File: src/rtl/core/conv3x3_rgb_clamp_filter_defines.svh
// Assertion macros shared by the filter RTL.
// Needs signals clk and arst_n in the scope where a macro is used.
`ifndef CONV3X3_RGB_CLAMP_FILTER_DEFINES_SVH
`define CONV3X3_RGB_CLAMP_FILTER_DEFINES_SVH

// Same-cycle implication.
`define C3F_ASSERT_NOW(lbl, ante, cons) \
	lbl: assert property (@(posedge clk) disable iff (!arst_n) (ante) |-> (cons)) \
		else $error("filter assertion failed");

// Next-cycle implication.
`define C3F_ASSERT_NEXT(lbl, ante, cons) \
	lbl: assert property (@(posedge clk) disable iff (!arst_n) (ante) |=> (cons)) \
		else $error("filter assertion failed");

`endif

File: src/rtl/core/c3f_pkg.sv
// Types and constants of the 3x3 RGB convolution filter.
// No dependencies.
package c3f_pkg;
	localparam int TAP_W  = 12;
	localparam int PROD_W = 21;
	localparam int PART_W = 22;
	localparam int SUM_W  = 24;
	localparam int CFG_W  = 60;
	localparam int NUM_TAPS = 9;
	localparam logic [7:0] CH_MAX = 8'd255;
	localparam logic [7:0] CH_MIN = 8'd0;
	localparam logic OP_PIXEL = 1'b0;
	localparam logic OP_DRAIN = 1'b1;

	typedef enum logic [1:0] {
		REG_TAPS_LOW  = 2'd0,
		REG_TAPS_HIGH = 2'd1,
		REG_WIDTH     = 2'd2,
		REG_HEIGHT    = 2'd3
	} reg_idx_t;

	typedef struct packed {
		logic [7:0] alpha;
		logic [7:0] blue;
		logic [7:0] green;
		logic [7:0] red;
	} rgba_t;

	typedef struct packed {
		rgba_t top;
		rgba_t mid;
		rgba_t bot;
	} column_t;

	typedef struct packed {
		logic       op;
		logic [7:0] in_red;
		logic [7:0] in_green;
		logic [7:0] in_blue;
		logic [7:0] in_alpha;
	} in_item_t;

	typedef struct packed {
		logic [7:0] out_red;
		logic [7:0] out_green;
		logic [7:0] out_blue;
		logic [7:0] out_alpha;
		logic       frame_last;
	} out_item_t;

	typedef struct packed {
		logic       shift;
		logic       adv;
		logic [2:0] row_ok;
		logic       col_ok;
	} cell_ctrl_t;

	typedef logic signed [TAP_W-1:0]  tap_t;
	typedef logic signed [PART_W-1:0] part_t;
endpackage

File: src/rtl/core/c3f_cell.sv
// One window column: holds three pixels, passes them on, and forms the
// masked tap products of its column for each color. Depends on c3f_pkg.
module c3f_cell (
	input  logic                    clk,
	input  logic                    arst_n,
	input  c3f_pkg::cell_ctrl_t     ctrl,
	input  c3f_pkg::column_t        col_in,
	input  c3f_pkg::tap_t [2:0]     taps,
	output c3f_pkg::column_t        col_q,
	output c3f_pkg::part_t [2:0]    part_s3
);
	c3f_pkg::rgba_t rows [3];
	c3f_pkg::part_t part_d [3];

	assign rows[0] = col_q.top;
	assign rows[1] = col_q.mid;
	assign rows[2] = col_q.bot;

	always_ff @(posedge clk or negedge arst_n) begin
		if (!arst_n) begin
			col_q <= '0;
		end else if (ctrl.shift) begin
			col_q <= col_in;
		end
	end

	always_comb begin
		logic [7:0] pv;
		logic signed [c3f_pkg::PROD_W-1:0] prod;
		pv = '0;
		prod = '0;
		for (int ch = 0; ch < 3; ch++) begin
			part_d[ch] = '0;
			for (int r = 0; r < 3; r++) begin
				// Drop neighbors outside the frame before the multiply.
				pv = (ctrl.row_ok[r] && ctrl.col_ok) ? rows[r][8*ch +: 8] : c3f_pkg::CH_MIN;
				prod = taps[r] * $signed({1'b0, pv});
				part_d[ch] = part_d[ch] + c3f_pkg::PART_W'(prod);
			end
		end
	end

	always_ff @(posedge clk) begin
		if (ctrl.adv) begin
			for (int ch = 0; ch < 3; ch++) begin
				part_s3[ch] <= part_d[ch];
			end
		end
	end
endmodule
File: config.mk
export PLATFORM = sky130hd
export DESIGN_NAME = c3f_cell
export DESIGN_NICKNAME = d
export VERILOG_FILES = /design/src/rtl/core/conv3x3_rgb_clamp_filter_defines.svh /design/src/rtl/core/c3f_pkg.sv /design/src/rtl/core/c3f_cell.sv
export SDC_FILE = /design/constraint.sdc
export NUM_CORES = 2
export LEC_CHECK = 0
export BUFFER_PORTS_ARGS = -buffer_cell sky130_fd_sc_hd__buf_2
export CAP_MARGIN = 25
export CORE_MARGIN = 3
export CORE_UTILIZATION = 40
export DETAILED_ROUTE_END_ITERATION = 12
export PLACE_DENSITY = 0.59
export SLEW_MARGIN = 25
export SYNTH_ARGS = -nofsm -noshare
export SYNTH_HDL_FRONTEND = slang
export SYNTH_SLANG_ARGS = --single-unit
File: constraint.sdc
create_clock -name clk -period 7 [get_ports clk]
set_input_delay 0.7 -clock clk [delete_from_list [all_inputs] [get_ports clk]]
set_output_delay 0.7 -clock clk [all_outputs]
set_load 0.1 [all_outputs]
==> impl_metrics.env <==
export IMPL_outcome="finished, final reports clean"
export IMPL_syn_area_um2=40000
export IMPL_num_rows=115
export IMPL_crit_type="input port to flip-flop"
export IMPL_grtUsageTotal_pct=22.3
export IMPL_num_nets_final=5947
export IMPL_clk_pin_slew_worst_paths_ps=80
export IMPL_finalCriticalPeriod_ps=6820
export IMPL_drt_iter0_drc=1431
export IMPL_cts_root_buf="clkbuf_16"
export IMPL_hp_class="input port to async pin"
export IMPL_grt_pass1_wl_um=177000
export IMPL_grt_pass1_vias=32100
export IMPL_wire_per_inst_um=18.8
export IMPL_startpoint="ctrl[0]"
export IMPL_yosysUniqueCellTypes=59
export IMPL_portBuffers=301
export IMPL_grt_overflow=0
export IMPL_synth_fp_nets=5502
export IMPL_die_w_um=322
export IMPL_layout_drive_gt1_share_pct=17.1
export IMPL_fmax_mhz=147
export IMPL_dr_max_layer_used="met5"
export IMPL_syn_to_final_growth_pct=15.0
export IMPL_insertion_delay_ps=530
export IMPL_syn_avg_cell_area_um2=9.70
export IMPL_async_reset_ff_share_pct=59.3
export IMPL_dr_total_vias=29200
export IMPL_final_cell_mix="inv_1, fa_1, and3_1"
export IMPL_drtAntennaViolNets=0
export IMPL_critPathLaunchType="input port"
export IMPL_syn_inst=4126
export IMPL_ir_drop_v=0.000518
export IMPL_fin_crit_sh_pct=97.4
export IMPL_r2r_end="part_s3[62]"
export IMPL_post_drt_via_cell_ratio=4.97
export IMPL_worstSetupEndpointType="flip-flop"
export IMPL_fp_dieH_um=322
export IMPL_pre_cts_ws_ps=-364
export IMPL_finalSetupViolations=0
export IMPL_maxCapViolCount=0
export IMPL_slew_violations=0
export IMPL_yosys_register_bits=162
export IMPL_worst_pin_slew_ps=888
export IMPL_cts_tree="yes"
export IMPL_route_met3_wl_um=4770
export IMPL_yosys_most_used_dff="dfrtp_1"
export IMPL_critPathCapture="part_s3[20]"
export IMPL_die_area_um2=104000
export IMPL_dp_hpwl_um=95800
export IMPL_leakage_uw=0.0257
export IMPL_initial_core_util_pct=40.5
export IMPL_cts_made_buffers=17
export IMPL_worstPathMaxFanout=24
export IMPL_powerDensity_nw_per_um2=334
export IMPL_drc_errors=0
export IMPL_fin_hold_ws_ps=180
export IMPL_setup_tns_ps=0
export IMPL_final_common_cell="inv_1"
export IMPL_place_gp_congestion=0.877
export IMPL_antenna_found_initial=16
export IMPL_rsz0062_at_grt="yes"
export IMPL_dr_pass1_iters=4
export IMPL_reg2regPathDepth=18
export IMPL_hold_viol=0
export IMPL_ys_seq_area_share_pct=11.0
export IMPL_slew_headroom_pct=40.8
export IMPL_routed_wl_um=111000
export IMPL_synth_edf_count=66
export IMPL_wl_met1_um=44000
export IMPL_yosysWarnings=0
export IMPL_cts_hold_buffers=0
export IMPL_grt_max_degree=55
export IMPL_cts_buffer_depth=2
export IMPL_met2_length_um=59100
export IMPL_crit_required_ps=7270
export IMPL_fin_ws_ps=182
export IMPL_fin_worst_skew_ps=21.4
export IMPL_htreeDepth=4
export IMPL_core_area_um2=98900
export IMPL_pin_count=302
export IMPL_rrSetupSlack_ps=270
export IMPL_numClockSinks=162
export IMPL_cp_arrival_ps=7080
export IMPL_regToRegStartpoint="col_q[19]"
## layer usage
metal	vias to the layer above	GRT usage [%]
li1	13200	-
met1	15200	27.1
met2	659	40.9
met3	159	3.01
met4	12	6.92
met5	-	0
## cell usage after synthesis (3+ instances only)
master,instances,area [um2]
a211oi_1,8,60.1
a21o_1,18,135
a21oi_1,48,240
a221oi_1,3,26.3
a31oi_1,7,43.8
and2_1,80,500
and3_1,410,2560
buf_1,6,22.5
clkbuf_1,204,766
dfrtp_1,96,2400
edfxtp_1,66,1980
fa_1,921,18400
ha_1,315,3940
inv_1,1192,4470
mux2_2,96,1080
nand2_1,373,1400
nand2b_1,3,18.8
nand3_1,66,330
nand3b_1,3,22.5
nand4_1,6,37.5
nor2_1,20,75.1
nor2b_1,6,37.5
nor3_1,11,55.1
o211ai_1,4,30.0
o21a_1,8,60.1
o21ai_0,24,120
o21bai_1,8,60.1
o31ai_1,3,22.5
xnor2_1,68,596
xor2_1,13,114
## state kept, by name, indices dropped and copies added (netlist names)
name,flops
part_s3,66
col_q,96
## metrics by stage
stage	power, uW	utilization, %	instance area, um2	cells
final	15400	46.6	46000	5879
after global placement	14300	45.9	45400	5838
after floorplan	10100	-	40000	4126
after detailed placement	14400	45.9	45400	5838
after CTS	15600	46.5	46000	5870
after global routing	16900	46.6	46000	5876
## worst max-delay path: stages
cell	delay (ps)
buf_2	190
and2_4	330
buf_4	280
and3_1	210
fa_1	450
fa_1	520
inv_1	50
fa_1	460
fa_1	510
inv_1	50
fa_1	480
fa_1	540
inv_1	60
fa_1	470
inv_1	40
ha_1	280
o21ai_0	120
o31ai_1	560
a221oi_1	180
buf_4	170
o31ai_1	270
xor2_1	110
## cell families after synthesis
logic type      count (synthesis)  synth area share [%]
xor+xnor                       83                  1.89
flops                         162                  10.9
mux                            96                  2.70
fa+ha+maj                    1236                  55.9
simple gates                  989                  12.8
compound gates                156                  2.60
buf+inv                      1404                  13.2
## layout make-up
class	instances	area, um2
timing repair buffer	638	4540
clock inverter	14	165
antenna	8	20.0
tap	1287	1610
sequential	162	4390
inverter	1192	4470
fill	9458	52800
multi-input combinational	2560	30400
clock buffer	18	429
## worst min path at each step
| stage | start | endpoint | slack [ps] |
|---|---|---|---|
| finish | arst_n | col_q[27] | 180 |
| global placement | col_q[90] | col_q[90] | 480 |
| global route | arst_n | col_q[66] | 180 |
| detailed placement | col_q[90] | col_q[90] | 490 |
| floorplan | arst_n | col_q[0] | 400 |
| CTS | arst_n | col_q[27] | 160 |
## what timing repair did
action	4_1_cts	5_1_grt
hold endpoints to repair	0	0
endpoints found under the setup margin	0	8
buffers inserted	0	1
resized for setup	0	8
## power by group
group | internal (uW) | leakage [uW] | switching [uW]
registers | 1590 | 0.00177 | 179
logic | 5330 | 0.0236 | 7270
clock network | 478 | 0.000283 | 526
total | 7400 | 0.0257 | 7970
Note: power is estimated with default switching activity, not from simulation.
